File: src/design/fqm_pkg.sv
// Shared types and constants for the FIFO queue with maximum query.
// Holds field widths, request and status codes, and the controller/datapath structs.
// No dependencies.
package fqm_pkg;

    localparam int DATA_W        = 32;
    localparam int OP_W          = 2;
    localparam int ST_W          = 2;
    localparam int OCC_W         = 5;
    localparam int DEPTH_DEFAULT = 16;
    localparam int M_TDATA_W     = ((DATA_W + OCC_W + 7) / 8) * 8;

    localparam logic [OP_W-1:0] OP_ENQ = 2'd0;
    localparam logic [OP_W-1:0] OP_DEQ = 2'd1;
    localparam logic [OP_W-1:0] OP_MAX = 2'd2;

    localparam logic [ST_W-1:0] ST_OK    = 2'd0;
    localparam logic [ST_W-1:0] ST_EMPTY = 2'd1;
    localparam logic [ST_W-1:0] ST_FULL  = 2'd2;

    typedef struct packed {
        logic capture;
        logic enq;
        logic deq;
        logic scan_init;
        logic scan_run;
        logic res_ok;
        logic res_empty;
        logic res_full;
        logic res_deq;
        logic res_max;
        logic out_load;
    } fqm_cmd_t;

    typedef struct packed {
        logic [OP_W-1:0] op;
        logic            empty;
        logic            full;
        logic            scan_done;
        logic            out_free;
    } fqm_sts_t;

endpackage

File: src/design/fqm_dpath.sv
// Datapath of the FIFO queue: ring memory, head/tail pointers, entry count,
// maximum scan pipeline, result register and output register.
// Depends on fqm_pkg.
module fqm_dpath #(
    parameter int DEPTH = fqm_pkg::DEPTH_DEFAULT
) (
    input  logic                       aclk,
    input  logic                       aresetn,
    input  logic [fqm_pkg::DATA_W-1:0] din,
    input  logic [fqm_pkg::OP_W-1:0]   op_in,
    input  fqm_pkg::fqm_cmd_t          cmd,
    output fqm_pkg::fqm_sts_t          sts,
    input  logic                       out_ready,
    output logic                       out_valid,
    output logic [fqm_pkg::DATA_W-1:0] out_data,
    output logic [fqm_pkg::ST_W-1:0]   out_status,
    output logic [fqm_pkg::OCC_W-1:0]  out_occ
);
    import fqm_pkg::*;

    localparam int AW = $clog2(DEPTH);
    localparam int CW = $clog2(DEPTH + 1);
    localparam logic [AW-1:0] LAST_SLOT = AW'(DEPTH - 1);
    localparam logic [CW-1:0] FULL_CNT  = CW'(DEPTH);

    logic [DATA_W-1:0] ring_mem [DEPTH];

    logic [OP_W-1:0]   op_reg;
    logic [DATA_W-1:0] din_reg;
    logic [AW-1:0]     head_reg, head_next;
    logic [AW-1:0]     tail_reg, tail_next;
    logic [CW-1:0]     count_reg, count_next;
    logic [AW-1:0]     scan_idx_reg, scan_idx_next;
    logic [CW-1:0]     left_reg, left_next;
    logic              rd_valid_reg, rd_valid_next;
    logic              first_reg, first_next;
    logic [DATA_W-1:0] best_reg, best_next;
    logic [DATA_W-1:0] rd_data_reg;
    logic [DATA_W-1:0] res_data_reg, res_data_next;
    logic [ST_W-1:0]   res_status_reg, res_status_next;
    logic              out_valid_reg, out_valid_next;
    logic [DATA_W-1:0] out_data_reg;
    logic [ST_W-1:0]   out_status_reg;
    logic [OCC_W-1:0]  out_occ_reg;

    logic              rd_en;
    logic [AW-1:0]     rd_addr;
    logic              scan_issue;

    function automatic logic [AW-1:0] next_slot(input logic [AW-1:0] p);
        next_slot = (p == LAST_SLOT) ? '0 : p + 1'b1;
    endfunction

    assign scan_issue = cmd.scan_run && (left_reg != '0);
    assign rd_en      = cmd.deq || scan_issue;
    assign rd_addr    = cmd.deq ? head_reg : scan_idx_reg;

    always_comb begin
        head_next       = head_reg;
        tail_next       = tail_reg;
        count_next      = count_reg;
        scan_idx_next   = scan_idx_reg;
        left_next       = left_reg;
        rd_valid_next   = 1'b0;
        first_next      = first_reg;
        best_next       = best_reg;
        res_data_next   = res_data_reg;
        res_status_next = res_status_reg;
        out_valid_next  = out_valid_reg;

        if (cmd.enq) begin
            tail_next  = next_slot(tail_reg);
            count_next = count_reg + 1'b1;
        end
        if (cmd.deq) begin
            head_next  = next_slot(head_reg);
            count_next = count_reg - 1'b1;
        end
        if (cmd.scan_init) begin
            scan_idx_next = head_reg;
            left_next     = count_reg;
            first_next    = 1'b1;
        end
        if (scan_issue) begin
            scan_idx_next = next_slot(scan_idx_reg);
            left_next     = left_reg - 1'b1;
            rd_valid_next = 1'b1;
        end
        if (cmd.scan_run && rd_valid_reg) begin
            first_next = 1'b0;
            if (first_reg || ($signed(rd_data_reg) > $signed(best_reg))) begin
                best_next = rd_data_reg;
            end
        end
        if (cmd.res_ok) begin
            res_data_next   = '0;
            res_status_next = ST_OK;
        end
        if (cmd.res_empty) begin
            res_data_next   = '0;
            res_status_next = ST_EMPTY;
        end
        if (cmd.res_full) begin
            res_data_next   = '0;
            res_status_next = ST_FULL;
        end
        if (cmd.res_deq) begin
            res_data_next   = rd_data_reg;
            res_status_next = ST_OK;
        end
        if (cmd.res_max) begin
            res_data_next   = best_reg;
            res_status_next = ST_OK;
        end
        if (cmd.out_load) begin
            out_valid_next = 1'b1;
        end else if (out_ready) begin
            out_valid_next = 1'b0;
        end
    end

    always_ff @(posedge aclk) begin
        if (!aresetn) begin
            head_reg      <= '0;
            tail_reg      <= '0;
            count_reg     <= '0;
            left_reg      <= '0;
            rd_valid_reg  <= 1'b0;
            first_reg     <= 1'b0;
            out_valid_reg <= 1'b0;
        end else begin
            head_reg      <= head_next;
            tail_reg      <= tail_next;
            count_reg     <= count_next;
            left_reg      <= left_next;
            rd_valid_reg  <= rd_valid_next;
            first_reg     <= first_next;
            out_valid_reg <= out_valid_next;
        end
    end

    always_ff @(posedge aclk) begin
        scan_idx_reg   <= scan_idx_next;
        best_reg       <= best_next;
        res_data_reg   <= res_data_next;
        res_status_reg <= res_status_next;
        if (cmd.capture) begin
            op_reg  <= op_in;
            din_reg <= din;
        end
        if (cmd.out_load) begin
            out_data_reg   <= res_data_reg;
            out_status_reg <= res_status_reg;
            out_occ_reg    <= OCC_W'(count_reg);
        end
    end

    always_ff @(posedge aclk) begin
        if (cmd.enq) begin
            ring_mem[tail_reg] <= din_reg;
        end
        if (rd_en) begin
            rd_data_reg <= ring_mem[rd_addr];
        end
    end

    assign sts.op        = op_reg;
    assign sts.empty     = (count_reg == '0);
    assign sts.full      = (count_reg == FULL_CNT);
    assign sts.scan_done = (left_reg == '0) && !rd_valid_reg;
    assign sts.out_free  = !out_valid_reg || out_ready;

    assign out_valid  = out_valid_reg;
    assign out_data   = out_data_reg;
    assign out_status = out_status_reg;
    assign out_occ    = out_occ_reg;

    a_count_bound: assert property (@(posedge aclk) disable iff (!aresetn)
        count_reg <= FULL_CNT)
        else $error("entry count exceeds the queue depth");

    a_enq_not_full: assert property (@(posedge aclk) disable iff (!aresetn)
        cmd.enq |-> (count_reg != FULL_CNT))
        else $error("write issued to a full queue");

    a_deq_not_empty: assert property (@(posedge aclk) disable iff (!aresetn)
        cmd.deq |-> (count_reg != '0))
        else $error("read issued to an empty queue");

    a_scan_left_bound: assert property (@(posedge aclk) disable iff (!aresetn)
        cmd.scan_run |-> (left_reg <= count_reg))
        else $error("scan covers more entries than the queue holds");

    a_load_shows: assert property (@(posedge aclk) disable iff (!aresetn)
        cmd.out_load |=> out_valid_reg)
        else $error("loaded result is not presented");

endmodule

File: src/design/fqm_ctrl.sv
// Controller state machine of the FIFO queue with maximum query.
// Decodes the captured request and sequences the datapath through commands.
// Depends on fqm_pkg.
module fqm_ctrl (
    input  logic              aclk,
    input  logic              aresetn,
    input  logic              in_valid,
    output logic              in_ready,
    input  fqm_pkg::fqm_sts_t sts,
    output fqm_pkg::fqm_cmd_t cmd
);
    import fqm_pkg::*;

    localparam logic [2:0] S_IDLE     = 3'd0;
    localparam logic [2:0] S_EXEC     = 3'd1;
    localparam logic [2:0] S_DEQ_WAIT = 3'd2;
    localparam logic [2:0] S_SCAN     = 3'd3;
    localparam logic [2:0] S_DONE     = 3'd4;

    logic [2:0] state_reg, state_next;

    assign in_ready = (state_reg == S_IDLE);

    always_comb begin
        state_next = state_reg;
        cmd        = '0;
        case (state_reg)
            S_IDLE: begin
                if (in_valid) begin
                    cmd.capture = 1'b1;
                    state_next  = S_EXEC;
                end
            end
            S_EXEC: begin
                state_next = S_DONE;
                case (sts.op)
                    OP_ENQ: begin
                        if (sts.full) begin
                            cmd.res_full = 1'b1;
                        end else begin
                            cmd.enq    = 1'b1;
                            cmd.res_ok = 1'b1;
                        end
                    end
                    OP_DEQ: begin
                        if (sts.empty) begin
                            cmd.res_empty = 1'b1;
                        end else begin
                            cmd.deq    = 1'b1;
                            state_next = S_DEQ_WAIT;
                        end
                    end
                    OP_MAX: begin
                        if (sts.empty) begin
                            cmd.res_empty = 1'b1;
                        end else begin
                            cmd.scan_init = 1'b1;
                            state_next    = S_SCAN;
                        end
                    end
                    default: begin
                        cmd.res_ok = 1'b1;
                    end
                endcase
            end
            S_DEQ_WAIT: begin
                cmd.res_deq = 1'b1;
                state_next  = S_DONE;
            end
            S_SCAN: begin
                cmd.scan_run = 1'b1;
                if (sts.scan_done) begin
                    cmd.res_max = 1'b1;
                    state_next  = S_DONE;
                end
            end
            S_DONE: begin
                if (sts.out_free) begin
                    cmd.out_load = 1'b1;
                    state_next   = S_IDLE;
                end
            end
            default: begin
                state_next = S_IDLE;
            end
        endcase
    end

    always_ff @(posedge aclk) begin
        if (!aresetn) begin
            state_reg <= S_IDLE;
        end else begin
            state_reg <= state_next;
        end
    end

    a_capture_idle: assert property (@(posedge aclk) disable iff (!aresetn)
        cmd.capture |=> (state_reg == S_EXEC))
        else $error("accepted item did not start execution");

    a_load_returns_idle: assert property (@(posedge aclk) disable iff (!aresetn)
        cmd.out_load |=> in_ready)
        else $error("controller not ready after delivering a result");

    a_scan_from_exec: assert property (@(posedge aclk) disable iff (!aresetn)
        cmd.scan_init |=> cmd.scan_run)
        else $error("maximum scan did not start after setup");

endmodule

File: src/design/fifo_queue_with_max_scan.sv
// Bounded FIFO queue of signed 32-bit values with a maximum query over held entries.
// An enqueue, an unused opcode, or a request refused as empty or full passes from
// acceptance through execution to the result; a dequeue adds a wait state for the
// registered ring-memory read. A maximum query scans the held entries, reading one
// ring-memory entry per cycle through the single read port. One item is worked on at
// a time, while the previous result may still wait in the output register. Dequeue
// or query on an empty queue returns status empty and data 0; enqueue on a full queue
// is dropped with status full.
// Top level; depends on fqm_pkg, fqm_ctrl and fqm_dpath.
module fifo_queue_with_max_scan #(
    parameter int DEPTH = fqm_pkg::DEPTH_DEFAULT
) (
    input  logic                          aclk,
    input  logic                          aresetn,
    input  logic                          s_tvalid,
    output logic                          s_tready,
    input  logic [fqm_pkg::DATA_W-1:0]    s_tdata,  // data_in
    input  logic [fqm_pkg::OP_W-1:0]      s_tuser,  // opcode
    output logic                          m_tvalid,
    input  logic                          m_tready,
    output logic [fqm_pkg::M_TDATA_W-1:0] m_tdata,  // data_out, occupancy, zero pad
    output logic [fqm_pkg::ST_W-1:0]      m_tuser   // status
);
    import fqm_pkg::*;

    fqm_cmd_t          cmd;
    fqm_sts_t          sts;
    logic [DATA_W-1:0] out_data;
    logic [OCC_W-1:0]  out_occ;

    fqm_ctrl u_ctrl (
        .aclk     (aclk),
        .aresetn  (aresetn),
        .in_valid (s_tvalid),
        .in_ready (s_tready),
        .sts      (sts),
        .cmd      (cmd)
    );

    fqm_dpath #(
        .DEPTH (DEPTH)
    ) u_dpath (
        .aclk       (aclk),
        .aresetn    (aresetn),
        .din        (s_tdata),
        .op_in      (s_tuser),
        .cmd        (cmd),
        .sts        (sts),
        .out_ready  (m_tready),
        .out_valid  (m_tvalid),
        .out_data   (out_data),
        .out_status (m_tuser),
        .out_occ    (out_occ)
    );

    assign m_tdata = {{(M_TDATA_W - DATA_W - OCC_W){1'b0}}, out_occ, out_data};

endmodule

File: config.mk
export PLATFORM = sky130hd
export DESIGN_NAME = fifo_queue_with_max_scan
export DESIGN_NICKNAME = d
export VERILOG_FILES = /design/src/design/fqm_pkg.sv /design/src/design/fqm_dpath.sv /design/src/design/fqm_ctrl.sv /design/src/design/fifo_queue_with_max_scan.sv
export SDC_FILE = /design/constraint.sdc
export NUM_CORES = 1
export LEC_CHECK = 0
export BUFFER_PORTS_ARGS = -buffer_cell sky130_fd_sc_hd__buf_2
export CELL_PAD_IN_SITES_DETAIL_PLACEMENT = 0
export CELL_PAD_IN_SITES_GLOBAL_PLACEMENT = 2
export CORE_MARGIN = 5
export CORE_UTILIZATION = 48
export CTS_BUF_LIST = sky130_fd_sc_hd__clkbuf_16
export DETAILED_ROUTE_END_ITERATION = 16
export PLACE_DENSITY_LB_ADDON = 0.05
export SLEW_MARGIN = 20
export SYNTH_ARGS = -nofsm -noshare
export SYNTH_HDL_FRONTEND = slang
export SYNTH_HIERARCHICAL = 1
export SYNTH_SLANG_ARGS = --single-unit
File: constraint.sdc
create_clock -name aclk -period 4.8 [get_ports aclk]
set_input_delay 0.24 -clock aclk [delete_from_list [all_inputs] [get_ports aclk]]
set_output_delay 0.24 -clock aclk [all_outputs]
set_load 0.05 [all_outputs]
==> metrics.md <==
| Metric | Value |
|---|---|
| Status | completed |
| Initial drt markers | ~810 |
| Min Hold Slack | between 300 and 400 ps |
| Leading register cell type out of synthesis | edfxtp_1 |
| Power consumption | roughly 13 mW |
| Share of cells above drive strength 1 | 22.6% |
| Switching Power | between 2 and 3 mW |
| DR WL/cell | between 20 and 25 um |
| Slowest-stage cell, CP | or4_1 |
| Tcrit/Tclk final | between 70% and 80% |
| Critical path's largest stage delay | between 500 and 600 ps |
| GRT overflow | 0 |
| Biggest register | u_dpath/ring_mem |
| Worst skew pair latency | 610 ps |
| GRT Util Overall | 19.3% |
| Number of flops mapped to enable cells by yosys | 685 |
| Worst-path fanout max | 17 |
| Top post-synthesis cells by area | edfxtp_1 75%, mux4_2 10%, ha_1 2.0% |
| Seq/Total Area, Yosys | approximately 76% |
| Fin nets | 1678 |
| Inst Count DP | 2234 |
| Area growth syn-to-layout | 15.0% |
| Placed Instance Area | 29100 sq um |
| Data arrival, critical path | a little under 4000 ps |
| First-pass GRT wire length | 89.8 mm |
| Hold path startpoint | s_tdata[24] |
| Top-area cell type share of the netlist area | 74.5% |
| Netlist cell types | 58 |
| Number of vias in the routed layout | roughly 14000 |
| Logic gate share of total power | ~2.0% |
| Overall routed net length | ~60 mm |
| Pwr dens | 397 nW/um^2 |
| Fin. Hold Viols | 0 |
| Max Cap Viol | 0 |
| Synth warnings | 6 |
| Critical Path RT | 5090 ps |
| Final max-slew violation count | 0 |
| Max Freq | 0.281 GHz |
| Sw Ratio | ~20% |
| Launch point of the worst reg-to-reg path | u_dpath/count_reg[0]$_SDFFE_PN0P_ |
| Internal power | 10.0 mW |
| Syn Area/Cell | 19.4 sq um |
| DRC | 0 |
| Cts bufs inserted | between 70 and 80 |
| Min-Delay Path Class | input port to register |
| Clk sinks | 711 |
| LEAKAGE | 10.6 nW |
| Diodes inserted | 0 |
| CP cell instances | or4_1, nor2_1, nor3b_2, mux2i_4, buf_4, mux4_2, and2_1, a211oi_1, a31oi_1 |
| Die Area | 62400 sq um |
| Clk slew on worst S/H paths | 60 ps |
| Kind of critical path | register to register |
| CTS H-Tree Depth | 3 |
| Largest register FFs | 512 |
| Largest net degree at the start of global routing | 65 |
| DIE HEIGHT | about 250 um |
| Max-Slew Margin vs Limit | 37.8% |
| Antenna-violating nets left | 0 |
| Num rows | 87 |
| Horiz. Die Dim | between 200 and 250 um |
| Max VDD drop | roughly 0.00032 V |
| RSZ-0062 raised after global routing | false |
| Minimum clock period | 3550 ps |
| CP startpoint | u_dpath/count_reg[0]$_SDFFE_PN0P_ |
| Setup TNS | 0 ps |
| Initial antenna violation count | 1 |
| Startpoint Class | register |
| Clk buf depth | 3 |
| Hpwl dp | 33.7 mm |
| Initial Util | 48.7% |
| Setup-failing EPs final | 0 |
| Clock power frac | 42.1% |
| Drt pass-1 iters | 5 |
| Post-Syn Area | 27600 sq um |
| Cells after synthesis | 1424 |
| Post-synthesis cell type with the largest combined area | edfxtp_1 |
| Final RePlAce weighted congestion | 0.768 |
| Clock skew | approximately 18 ps |
| Core Footprint | 56700 sq um |
| CTS Root Cell | clkbuf_16 |
| Layout Cells excl Fill | 2405 |
| Input/output buffers | 78 |
| Cell area after layout | between 30000 and 40000 sq um |
| Crit end category | register |
| Vias in the first global route | 13900 |
| Register bit total from synthesis | 711 |
| Worst slew pin tran | 925 ps |
| Seq pwr share | 55.9% |
| Ys async rst share | 0% |
| Top Ports | 82 |
| Vias per cell | 5.63 |
| TritonCTS clock tree | done |
==> stage by stage <==
| stage | setup slack (ps) | util (%) |
|---|---|---|
| after global routing | 984 | 55.9 |
| final | 1250 | 55.9 |
| after CTS | 1170 | 55.9 |
| after detailed placement | 1230 | 51.3 |
| after floorplan | 1110 | - |
| after global placement | 1260 | 51.3 |
==> routing by layer <==
| layer | GRT usage, % | part of all wire (%) |
|---|---|---|
| met2 | 31.7 | 49 |
| met5 | 0 | 0 |
| met4 | 5.74 | 2.1 |
| met1 | 27.1 | 44 |
| met3 | 2.93 | 4.0 |
==> power groups by stage <==
stage / registers, mW / clock network (mW) / logic, mW
6_report: 7.03 / 5.30 / 0.252
5_1_grt: 7.04 / 5.72 / 0.274
4_1_cts: 7.03 / 5.47 / 0.255
3_5_place_dp: 7.16 / 0 / 0.232
3_3_place_gp: 7.15 / 0 / 0.232
2_1_floorplan: 7.16 / 0 / 0.110
==> cells in the mapped netlist (2+ instances only) <==
master	n
nor3b_1	8
edfxtp_1	685
a211oi_1	36
o211ai_1	2
nor2_1	29
buf_1	2
nor3_1	7
a41oi_1	3
nor2b_1	5
and2_1	49
nand3_1	8
o211a_1	2
buf_2	11
nand2_1	97
clkbuf_1	39
xor2_1	2
a22o_1	30
nand2b_1	4
buf_6	8
a21oi_1	29
buf_4	7
a21o_1	7
dfxtp_1	26
or3_1	3
nand3b_1	2
a311oi_1	3
xnor2_1	3
or3b_1	2
mux4_2	128
mux2i_1	7
and3_1	5
ha_1	45
o21ai_0	16
inv_1	50
a31oi_1	34
nor4_1	2
nand4_1	7
==> placed cells by master, fill, tap and decap left out, drive strengths merged, types with 17 or more instances in the layout <==
cell | synthesis | routed
nor2 | 29 | 29
edfxtp | 685 | 685
dlygate4sd3 | 0 | 37
a22o | 30 | 30
buf | 28 | 120
clkbuf | 39 | 79
nand2 | 97 | 97
mux4 | 128 | 128
inv | 51 | 76
o21ai | 17 | 17
a21oi | 29 | 29
clkinv | 0 | 28
dfxtp | 26 | 26
and2 | 49 | 49
a31oi | 34 | 34
ha | 45 | 45
a211oi | 36 | 36
==> layout make-up <==
class / count / area [sq um]
clock buffer: 79 / 1980
timing repair buffer: 157 / 1180
multi-input combinational: 597 / 6060
sequential: 711 / 21100
tap: 756 / 946
clock inverter: 54 / 283
inverter: 51 / 191
fill: 4403 / 25000
==> kinds of logic after synthesis <==
kind of cell | count (synthesis) | synth area share [%]
multiplexers | 136 | 10.7
flip-flops | 711 | 76.4
AO/OA/AOI/OAI | 175 | 4.43
AND/OR/NAND/NOR | 232 | 4.14
XOR/XNOR | 5 | 0.159
adder cells (fa/ha/maj) | 46 | 2.11
buffers and inverters | 118 | 1.97
other | 1 | 0.0136
==> worst max-delay path, delay by kind of cell (launching register included) <==
family | cells | cell delay, ps
simple gates | 4 | 1230
mux | 2 | 880
buf+inv | 1 | 400
compound gates | 2 | 390
flops | 1 | 340
==> worst paths after layout <==
path	slack, ps	to	cells past startpoint
worst min-delay path	330	u_dpath/din_reg[24]$_DFFE_PP_	2
worst max-delay path	1250	u_dpath/rd_data_reg[10]$_DFFE_PP_	9
worst max register to register	1250	u_dpath/rd_data_reg[10]$_DFFE_PP_	9
worst min register to register	420	u_dpath/out_data[11]$_DFFE_PP_	0
==> timing repair <==
action | CTS | global route
endpoints found under the hold margin | 38 | 0
endpoints found under the setup margin | 0 | 0
resized for setup | 0 | 0
buffers inserted | 0 | 0
hold buffers | 37 | 0
(Power assumes the default switching activity.)
